<file path="src/sv/tdfp_pkg.sv">
// Shared types, constants and the tag lookup for the tagged decimal field parser.
package tdfp_pkg;

    // Width of one value in thousandths and of the widened multiply-add result.
    localparam int VALUE_W    = 48;
    localparam int WIDE_W     = VALUE_W + 5;
    localparam int CHAR_W     = 8;
    localparam int SLOT_COUNT = 4;
    localparam int SLOT_W     = 2;

    typedef logic signed [VALUE_W-1:0]           t_value;
    typedef logic [SLOT_COUNT-1:0][VALUE_W-1:0]  t_value_arr;
    typedef logic [SLOT_W-1:0]                   t_slot;
    typedef logic [CHAR_W-1:0]                   t_char;

    // Saturation limits of the signed value range.
    localparam t_value VALUE_MAX = {1'b0, {(VALUE_W-1){1'b1}}};
    localparam t_value VALUE_MIN = {1'b1, {(VALUE_W-1){1'b0}}};

    // Error value loaded at reset, in thousandths.
    localparam t_value ERROR_RESET = -48'sd99000;

    // Special characters.
    localparam t_char CHAR_NUL   = 8'd0;
    localparam t_char CHAR_SEP   = 8'd38;
    localparam t_char DIGIT_BASE = 8'd48;
    localparam t_char CHAR_X     = 8'd120;
    localparam t_char CHAR_Y     = 8'd121;
    localparam t_char CHAR_F     = 8'd102;
    localparam t_char CHAR_A     = 8'd97;

    // Value slots, one for each known tag.
    localparam t_slot SLOT_XF = 2'd0;
    localparam t_slot SLOT_YF = 2'd1;
    localparam t_slot SLOT_XA = 2'd2;
    localparam t_slot SLOT_YA = 2'd3;

    // One character request as it sits in the input register.
    typedef struct packed {
        t_char char_byte;
        logic  last_of_message;
    } t_char_req;

    // One finished message.
    typedef struct packed {
        t_value_arr values;
        logic       bad_field_seen;
    } t_result;

    // Outcome of a tag lookup.
    typedef struct packed {
        logic  hit;
        t_slot slot;
    } t_tag_match;

    // Map a two-letter tag to its value slot.
    function automatic t_tag_match tag_lookup(input t_char first, input t_char second);
        t_tag_match m;
        m.hit  = 1'b1;
        m.slot = SLOT_XF;
        if (first == CHAR_X && second == CHAR_F) begin
            m.slot = SLOT_XF;
        end else if (first == CHAR_Y && second == CHAR_F) begin
            m.slot = SLOT_YF;
        end else if (first == CHAR_X && second == CHAR_A) begin
            m.slot = SLOT_XA;
        end else if (first == CHAR_Y && second == CHAR_A) begin
            m.slot = SLOT_YA;
        end else begin
            m.hit = 1'b0;
        end
        return m;
    endfunction

endpackage

</file>
<file path="src/sv/tdfp_acc_step.sv">
// Saturating decimal accumulator step: acc * 10 + (char - 48), clamped to the value range.
module tdfp_acc_step (
    input  tdfp_pkg::t_value i_acc,
    input  tdfp_pkg::t_char  i_char,
    output tdfp_pkg::t_value o_acc
);

    logic signed [tdfp_pkg::WIDE_W-1:0] w_acc_ext;
    logic signed [tdfp_pkg::WIDE_W-1:0] w_digit;
    logic signed [tdfp_pkg::WIDE_W-1:0] w_sum;
    logic                               w_in_range;

    // Times ten as two shifts, then add the character offset.
    assign w_acc_ext = {{(tdfp_pkg::WIDE_W-tdfp_pkg::VALUE_W){i_acc[tdfp_pkg::VALUE_W-1]}}, i_acc};
    assign w_digit   = $signed({{(tdfp_pkg::WIDE_W-tdfp_pkg::CHAR_W){1'b0}}, i_char})
                     - $signed({{(tdfp_pkg::WIDE_W-tdfp_pkg::CHAR_W){1'b0}}, tdfp_pkg::DIGIT_BASE});
    assign w_sum     = (w_acc_ext <<< 3) + (w_acc_ext <<< 1) + w_digit;

    // The sum fits when all bits above the value's sign bit agree with it.
    assign w_in_range = (&w_sum[tdfp_pkg::WIDE_W-1:tdfp_pkg::VALUE_W-1])
                      | ~(|w_sum[tdfp_pkg::WIDE_W-1:tdfp_pkg::VALUE_W-1]);

    always_comb begin
        if (w_in_range) begin
            o_acc = w_sum[tdfp_pkg::VALUE_W-1:0];
        end else if (w_sum[tdfp_pkg::WIDE_W-1]) begin
            o_acc = tdfp_pkg::VALUE_MIN;
        end else begin
            o_acc = tdfp_pkg::VALUE_MAX;
        end
    end

endmodule

</file>
<file path="src/sv/tdfp_parser.sv">
// Message state and field handling: one character is applied per step.
module tdfp_parser #(
    parameter int MAX_CHARS       = 256,
    parameter int MAX_FIELD_CHARS = 50,
    parameter int FIELD_COUNT     = 4
) (
    input  logic                i_clk,
    input  logic                i_rst_n,
    input  logic                i_step,
    input  tdfp_pkg::t_char_req i_req,
    input  tdfp_pkg::t_value    i_error_value,
    output logic                o_emit,
    output tdfp_pkg::t_result   o_result
);

    localparam int LEN_W = $clog2(MAX_CHARS + 1);
    localparam int CH_W  = $clog2(MAX_FIELD_CHARS + 1);
    localparam int FN_W  = $clog2(FIELD_COUNT + 1);

    localparam logic [LEN_W-1:0] LEN_LIMIT   = LEN_W'(MAX_CHARS);
    localparam logic [CH_W-1:0]  CH_LIMIT    = CH_W'(MAX_FIELD_CHARS);
    localparam logic [CH_W-1:0]  CH_TAG_LEN  = CH_W'(2);
    localparam logic [FN_W-1:0]  FN_LIMIT    = FN_W'(FIELD_COUNT);
    localparam logic [FN_W-1:0]  FN_LAST     = FN_W'(FIELD_COUNT - 1);

    logic [FN_W-1:0]      r_field_num, n_field_num;
    tdfp_pkg::t_char      r_tag1, n_tag1;
    tdfp_pkg::t_char      r_tag2, n_tag2;
    logic [CH_W-1:0]      r_chars, n_chars;
    tdfp_pkg::t_value     r_acc, n_acc;
    tdfp_pkg::t_value_arr r_vals, n_vals;
    logic [LEN_W-1:0]     r_msg_len, n_msg_len;
    logic                 r_text_ended, n_text_ended;
    logic                 r_bad, n_bad;

    tdfp_pkg::t_value     w_acc_next;
    tdfp_pkg::t_tag_match w_match;
    logic                 w_active;

    tdfp_acc_step u_acc_step (
        .i_acc  (r_acc),
        .i_char (i_req.char_byte),
        .o_acc  (w_acc_next)
    );

    assign w_active = !r_text_ended && (r_msg_len < LEN_LIMIT) && (r_field_num < FN_LIMIT);
    assign o_emit   = i_step && i_req.last_of_message;

    // Next state: apply the character, then close the message on the last one.
    always_comb begin
        n_field_num  = r_field_num;
        n_tag1       = r_tag1;
        n_tag2       = r_tag2;
        n_chars      = r_chars;
        n_acc        = r_acc;
        n_vals       = r_vals;
        n_msg_len    = r_msg_len;
        n_text_ended = r_text_ended;
        n_bad        = r_bad;
        o_result     = '0;
        w_match      = '0;

        if (i_step) begin
            if (w_active) begin
                n_msg_len = r_msg_len + LEN_W'(1);
                if (i_req.char_byte == tdfp_pkg::CHAR_NUL) begin
                    n_text_ended = 1'b1;
                end else if (i_req.char_byte == tdfp_pkg::CHAR_SEP) begin
                    // A separator closes the current field.
                    w_match = tdfp_pkg::tag_lookup(r_tag1, r_tag2);
                    if (r_chars >= CH_TAG_LEN && w_match.hit) begin
                        n_vals[w_match.slot] = r_acc;
                    end else begin
                        n_vals = {tdfp_pkg::SLOT_COUNT{i_error_value}};
                        n_bad  = 1'b1;
                    end
                    n_tag1      = '0;
                    n_tag2      = '0;
                    n_chars     = '0;
                    n_acc       = '0;
                    n_field_num = r_field_num + FN_W'(1);
                end else if (r_chars < CH_LIMIT) begin
                    if (r_chars == '0) begin
                        n_tag1 = i_req.char_byte;
                    end else if (r_chars == CH_W'(1)) begin
                        n_tag2 = i_req.char_byte;
                    end else begin
                        n_acc = w_acc_next;
                    end
                    n_chars = r_chars + CH_W'(1);
                end
            end

            if (i_req.last_of_message) begin
                // Close the open field and flag fields that never began.
                if (n_field_num < FN_LIMIT) begin
                    w_match = tdfp_pkg::tag_lookup(n_tag1, n_tag2);
                    if (n_chars >= CH_TAG_LEN && w_match.hit) begin
                        n_vals[w_match.slot] = n_acc;
                    end else begin
                        n_vals = {tdfp_pkg::SLOT_COUNT{i_error_value}};
                        n_bad  = 1'b1;
                    end
                    if (n_field_num < FN_LAST) begin
                        n_vals = {tdfp_pkg::SLOT_COUNT{i_error_value}};
                        n_bad  = 1'b1;
                    end
                end
                o_result.values         = n_vals;
                o_result.bad_field_seen = n_bad;

                // Start a fresh message.
                n_field_num  = '0;
                n_tag1       = '0;
                n_tag2       = '0;
                n_chars      = '0;
                n_acc        = '0;
                n_vals       = '0;
                n_msg_len    = '0;
                n_text_ended = 1'b0;
                n_bad        = 1'b0;
            end
        end
    end

    // State registers.
    always_ff @(posedge i_clk) begin
        if (!i_rst_n) begin
            r_field_num  <= '0;
            r_tag1       <= '0;
            r_tag2       <= '0;
            r_chars      <= '0;
            r_acc        <= '0;
            r_vals       <= '0;
            r_msg_len    <= '0;
            r_text_ended <= 1'b0;
            r_bad        <= 1'b0;
        end else begin
            r_field_num  <= n_field_num;
            r_tag1       <= n_tag1;
            r_tag2       <= n_tag2;
            r_chars      <= n_chars;
            r_acc        <= n_acc;
            r_vals       <= n_vals;
            r_msg_len    <= n_msg_len;
            r_text_ended <= n_text_ended;
            r_bad        <= n_bad;
        end
    end

    // Counters never run past their limits.
    a_field_bound: assert property (@(posedge i_clk) disable iff (!i_rst_n)
        r_field_num <= FN_LIMIT)
        else $error("field number past field count");

    a_chars_bound: assert property (@(posedge i_clk) disable iff (!i_rst_n)
        (r_chars <= CH_LIMIT) && (r_msg_len <= LEN_LIMIT))
        else $error("character counter past its limit");

    // A finished message leaves the parser ready for a fresh one.
    a_emit_clears: assert property (@(posedge i_clk) disable iff (!i_rst_n)
        o_emit |=> ((r_field_num == '0) && (r_msg_len == '0) && !r_bad))
        else $error("message state not cleared after a result");

endmodule

</file>
<file path="src/sv/tagged_decimal_field_parser_core.sv">
// Top level of the tagged decimal field parser: input register, parser and result register.
//
// Usage: characters of a message enter one per request on the input channel
// (i_char_byte, with i_last_of_message high on the final byte). Fields are
// separated by '&' and each begins with a tag xf, yf, xa or ya followed by
// decimal digits read as thousandths. On the final byte one result leaves on
// the output channel: the four values and the bad-field flag.
// The error value register is written through the configuration channel,
// which is always ready; write it only while no message is in progress.
// A result is valid once its last byte has passed the input register and the
// result register has loaded. Throughput: one byte per cycle, set by the
// combinational multiply-add and field update between the input register and
// the state registers, except while a final byte waits as described below.
// When the receiver stalls, the result register holds its result; bytes that
// do not end a message keep flowing, and a final byte waits in the input
// register until the result register frees.
// Reset clears all message state and loads the error value -99.000
// (-99000 thousandths); no output is valid until a message ends.
module tagged_decimal_field_parser_core #(
    parameter int MAX_CHARS       = 256,
    parameter int MAX_FIELD_CHARS = 50,
    parameter int FIELD_COUNT     = 4
) (
    input  logic                       i_clk,
    input  logic                       i_rst_n,
    // Configuration channel.
    input  logic                       i_cfg_valid,
    output logic                       o_cfg_ready,
    input  logic signed [47:0]         i_error_value,
    // Input channel.
    input  logic                       i_in_valid,
    output logic                       o_in_ready,
    input  logic [7:0]                 i_char_byte,
    input  logic                       i_last_of_message,
    // Output channel.
    output logic                       o_out_valid,
    input  logic                       i_out_ready,
    output logic signed [47:0]         o_x_primary_value,
    output logic signed [47:0]         o_y_primary_value,
    output logic signed [47:0]         o_x_secondary_value,
    output logic signed [47:0]         o_y_secondary_value,
    output logic                       o_bad_field_seen
);

    tdfp_pkg::t_value    r_error_value;
    logic                r_in_valid;
    tdfp_pkg::t_char_req r_in_req;
    logic                r_out_valid;
    tdfp_pkg::t_result   r_out;

    logic                w_step;
    logic                w_emit;
    tdfp_pkg::t_result   w_result;

    // A buffered byte moves on unless it ends a message and the result slot is full and not being drained.
    assign w_step      = r_in_valid && (!r_in_req.last_of_message || !r_out_valid || i_out_ready);
    assign o_in_ready  = !r_in_valid || w_step;
    assign o_cfg_ready = 1'b1;

    // Error value register.
    always_ff @(posedge i_clk) begin
        if (!i_rst_n) begin
            r_error_value <= tdfp_pkg::ERROR_RESET;
        end else if (i_cfg_valid && o_cfg_ready) begin
            r_error_value <= i_error_value;
        end
    end

    // Input register.
    always_ff @(posedge i_clk) begin
        if (!i_rst_n) begin
            r_in_valid <= 1'b0;
        end else if (o_in_ready) begin
            r_in_valid <= i_in_valid;
        end
    end

    always_ff @(posedge i_clk) begin
        if (i_in_valid && o_in_ready) begin
            r_in_req.char_byte       <= i_char_byte;
            r_in_req.last_of_message <= i_last_of_message;
        end
    end

    tdfp_parser #(
        .MAX_CHARS       (MAX_CHARS),
        .MAX_FIELD_CHARS (MAX_FIELD_CHARS),
        .FIELD_COUNT     (FIELD_COUNT)
    ) u_parser (
        .i_clk         (i_clk),
        .i_rst_n       (i_rst_n),
        .i_step        (w_step),
        .i_req         (r_in_req),
        .i_error_value (r_error_value),
        .o_emit        (w_emit),
        .o_result      (w_result)
    );

    // Result register.
    always_ff @(posedge i_clk) begin
        if (!i_rst_n) begin
            r_out_valid <= 1'b0;
        end else if (w_emit) begin
            r_out_valid <= 1'b1;
        end else if (i_out_ready) begin
            r_out_valid <= 1'b0;
        end
    end

    always_ff @(posedge i_clk) begin
        if (w_emit) begin
            r_out <= w_result;
        end
    end

    assign o_out_valid         = r_out_valid;
    assign o_x_primary_value   = $signed(r_out.values[tdfp_pkg::SLOT_XF]);
    assign o_y_primary_value   = $signed(r_out.values[tdfp_pkg::SLOT_YF]);
    assign o_x_secondary_value = $signed(r_out.values[tdfp_pkg::SLOT_XA]);
    assign o_y_secondary_value = $signed(r_out.values[tdfp_pkg::SLOT_YA]);
    assign o_bad_field_seen    = r_out.bad_field_seen;

    // A byte that does not end a message never blocks the input.
    a_mid_byte_flows: assert property (@(posedge i_clk) disable iff (!i_rst_n)
        (r_in_valid && !r_in_req.last_of_message) |-> o_in_ready)
        else $error("mid-message byte stalled the input");

    // A finished message is presented in the next cycle.
    a_emit_shows: assert property (@(posedge i_clk) disable iff (!i_rst_n)
        w_emit |=> o_out_valid)
        else $error("result not presented after the last byte");

    // A result is only produced when the slot is free or being drained.
    a_no_overwrite: assert property (@(posedge i_clk) disable iff (!i_rst_n)
        (w_emit && r_out_valid) |-> i_out_ready)
        else $error("result register overwritten while stalled");

endmodule

</file>
<file path="config.mk">
export PLATFORM = sky130hd
export DESIGN_NAME = tagged_decimal_field_parser_core
export DESIGN_NICKNAME = d
export VERILOG_FILES = /design/src/sv/tdfp_pkg.sv /design/src/sv/tdfp_acc_step.sv /design/src/sv/tdfp_parser.sv /design/src/sv/tagged_decimal_field_parser_core.sv
export SDC_FILE = /design/constraint.sdc
export NUM_CORES = 2
export LEC_CHECK = 0
export ABC_AREA = 0
export BUFFER_PORTS_ARGS = -buffer_cell sky130_fd_sc_hd__buf_2
export CAP_MARGIN = 40
export CORE_ASPECT_RATIO = 2
export CORE_MARGIN = 5
export CORE_UTILIZATION = 45
export DETAILED_ROUTE_END_ITERATION = 10
export SLEW_MARGIN = 20
export SYNTH_ARGS = -nofsm -noshare
export SYNTH_HDL_FRONTEND = slang
export SYNTH_SLANG_ARGS = --single-unit
</file>
<file path="constraint.sdc">
create_clock -name i_clk -period 10.9 [get_ports i_clk]
set_input_delay 1.09 -clock i_clk [delete_from_list [all_inputs] [get_ports i_clk]]
set_output_delay 1.09 -clock i_clk [all_outputs]
set_load 0.01 [all_outputs]
</file>
==> flow_summary.yaml <==
timing:
  worst_clock_skew_ns: 0.0512
  drv_slew: 0
  max_freq_ghz: 0.139
  rsz0062_at_grt: "false"
  fin_tns_setup_ns: 0
  setup_violations: 0
  fin_crit_sh: 0.662
  min_period_ns: 7.22
  hold_violations: 0
  setup_ws_ns: 3.68
  timing.slew.headroom: 0.320
  tightestPinTransition_ns: 1.02
die:
  rows: 140
  die_w_um: 201
  die_height_um: 392
  dieArea_um2: 78900
  core_um2: 72700
  top_level_ports: 258
  initial_core_util: 0.452
yosys:
  synthesis.nets: 4343
  ys.flop_type: "dfxtp_1"
  yosys-top-cells-count: "551 x nand2_1, 464 x o21ai_0, 458 x nor2_1"
  syn_inst: 4174
  synth_top_cells_by_area: "dfxtp_1 20%, edfxtp_1 18%, o21ai_0 7.1%, nand2_1 6.3%, nor2_1 5.2%"
  synth_edf_count: 202
  synth_top_cell_by_area: "dfxtp_1"
  ys_seq_area_frac: 0.383
  synthArstFlopShare: 0
  synth_seq_cells: 528
  synthDistinctLibCells: 86
  synth_warnings: 0
  syn_area_um2: 32900
  syn_area_per_cell_um2: 7.87
  synth_top_area_frac: 0.199
  post-synth-top-count-cell: "nand2_1"
global_route:
  grt_pass1_wl_um: 211000
  grt_overflow_total: 0
  grt_use_total: 0.352
  grt_pass1_vias: 32100
  antenna_found_initial: 8
  grt_max_degree: 101
finish:
  multi_input_comb_area_um2: 18900
  layout.nets: 4388
  final_area_um2: 36800
  regArea_um2: 12600
  fillerInstances: 6981
  drive_above_1_share: 0.123
  syn_to_final_growth_pct: 12.0
detailed_routing:
  drt_iter0_drc: 3131
  ant_nets: 0
  wirelength_um: 145000
  drt_pre_antenna_iters: 8
  remaining_drc_errors: 0
  vias: 33400
  vias_per_cell: 6.43
  wl_per_cell_um: 28.0
pwr:
  intPower_mw: 3.26
  p_leak_nw: 14.2
  power_frac_seq: 0.474
  power.share.switching: 0.275
  power.density_nw_per_um2: 122
  finalPower_mw: 4.50
  peakVddDrop_mv: 0.116
  power.switching_mw: 1.24
  p_clk_frac: 0.421
  pwr-share-comb: 0.105
setup_path:
  crit_fanout: 47
  r2r_start: "r_in_req[5]"
  crit_family: "simple AND/OR/NAND/NOR gates"
  crit_required_ns: 11.26
  worstPathArrival_ns: 7.58
  path_class: "reg -> reg"
  max_stage_delay_ns: 0.63
  r2r_setup_slack_ns: 3.68
  critPathSlowestCell: "o21ai_0"
  cp_num_buf_inv: 5
  crit_path_frequent_cell: "buf_4"
  path_cells: "ha_1, nor3_2, buf_4, inv_2, buf_4, xnor2_1, ha_1, a21o_1, ha_1, nand4_1, nor3_1, nand2_1, o211ai_1, o21bai_1, xnor2_1, nor3b_1, and2_1, mux2i_4, buf_4, buf_4, o21ai_0, o211ai_1"
  start_kind: "flip-flop"
  cp-end-kind: "flip-flop"
  timing.rr.end: "o_y_primary_value[12]"
  reg2regPathDepth: 22
clock_tree:
  post_cts_buffers: 0
  clk_latency_ns: 0.67
  cts_buffer_depth: 3
  path_clk_slew_ns: 0.06
  numCtsBuffers: 50
  htreeDepth: 2
  ctsResizeCount: 0
  hold_buffers: 0
  cts-root-buf: "clkbuf_16"
  cts_num_sinks: 528
  cts_tree: "done"
place:
  dpl_worst_slack_ns: 3.78
  gp_congestion: 1.03
  dp_hpwl_um: 105000
  io_buffers: 256
  place_area_um2: 35000
job:
  timing.max_cap.violations: 0
min_path:
  holdCritPathClass: "reg -> reg"
  hold_depth: 2
  holdCritStartpoint: "u_parser.r_bad"
  holdPathEnd: "u_parser.r_bad"
status:
  status: "finished clean"
==> how the worst max path moves through the flow <==
| stage | from | end | slack (ns) | cells past startpoint |
|---|---|---|---|---|
| floorplan | i_out_ready | o_bad_field_seen | 3.03 | 7 |
| global placement | r_in_req[5] | o_y_secondary_value[38] | 3.79 | 20 |
| detailed placement | r_in_req[5] | o_y_primary_value[12] | 3.78 | 22 |
| CTS | r_in_req[5] | o_y_primary_value[12] | 3.75 | 22 |
| global route | r_in_req[5] | o_x_primary_value[7] | 3.25 | 22 |
| finish | r_in_req[5] | o_y_primary_value[12] | 3.68 | 22 |
==> worst min-delay path, stage by stage (launching register included) <==
cell,delay (ns)
dfxtp_1,0.33
nor2_1,0.05
nor2_1,0.07
==> area by class of cell <==
type / instances / area share
antenna: 4 / 0.000272
clock buffer: 64 / 0.0377
clock inverter: 30 / 0.00904
inverter: 41 / 0.00438
multi-input combinational: 3234 / 0.512
sequential: 528 / 0.342
tap: 923 / 0.0314
timing repair buffer: 364 / 0.0631
==> layer usage <==
| layer | global-route usage | vias up | routed length (um) |
|---|---|---|---|
| met1 | 0.366 | 15800 | 48700 |
| li1 | - | 15100 | - |
| met2 | 0.611 | 1817 | 70400 |
| met3 | 0.0567 | 644 | 10300 |
| met4 | 0.310 | 6 | 16000 |
| met5 | 0 | - | 60 |
==> cell usage in the layout (no fill, tap or decap), types with 15 or more instances in the layout <==
cell type / count
o221ai_1: 18
o21a_1: 38
a31oi_1: 37
nand4_1: 31
a21o_1: 62
nand2_1: 546
a22oi_1: 146
o211ai_1: 78
o31ai_1: 20
and3_1: 33
clkbuf_16: 52
o21ai_1: 32
dfxtp_1: 326
a21oi_1: 283
or2_2: 15
xor2_1: 23
nor2_1: 451
a211oi_1: 21
buf_2: 259
o21ai_0: 462
nor2b_1: 150
nand3_1: 38
nor3_1: 61
inv_1: 39
mux2i_1: 51
o22ai_1: 149
edfxtp_1: 202
xnor2_1: 67
a221oi_1: 28
and2_1: 112
ha_1: 101
buf_4: 86
==> power by group through the flow <==
| stage | Combinational [mW] | Sequential, mW | Clock [mW] |
|---|---|---|---|
| CTS | 0.465 | 2.13 | 1.91 |
| detailed placement | 0.463 | 2.17 | 0 |
| finish | 0.474 | 2.13 | 1.90 |
| global placement | 0.454 | 2.17 | 0 |
| floorplan | 0.289 | 2.16 | 0 |
| global route | 0.504 | 2.13 | 1.98 |
==> logic make-up after synthesis <==
kind of cell	Yosys count	share of synthesized area
XOR/XNOR	90	0.0240
multiplexers	54	0.0166
AND/OR/NAND/NOR	1515	0.210
other	1	0.000114
AO/OA/AOI/OAI	1467	0.275
adder cells (fa/ha/maj)	107	0.0421
flip-flops	528	0.383
buffers and inverters	412	0.0485
==> metrics by stage <==
stage / cells / hold slack, ns / util
after floorplan: 4174 / 0.441 / -
after global placement: 5061 / 0.461 / 0.477
final: 5188 / 0.485 / 0.506
after CTS: 5181 / 0.492 / 0.506
after detailed placement: 5087 / 0.477 / 0.482
after global routing: 5184 / 0.522 / 0.506
==> registers in the layout, indices dropped and copies added (netlist names) <==
signal / cells
u_parser.r_field_num: 3
o_y_primary_value: 48
o_bad_field_seen: 1
o_y_secondary_value: 48
u_parser.r_tag1: 8
r_in_req: 9
u_parser.r_msg_len: 9
r_error_value: 48
u_parser.r_text_ended: 1
o_x_secondary_value: 48
o_x_primary_value: 48
u_parser.r_vals: 192
u_parser.r_bad: 1
o_out_valid: 1
r_in_valid: 1
u_parser.r_chars: 6
u_parser.r_acc: 48
u_parser.r_tag2: 8
No activity file was read; power rests on OpenSTA's default activity.
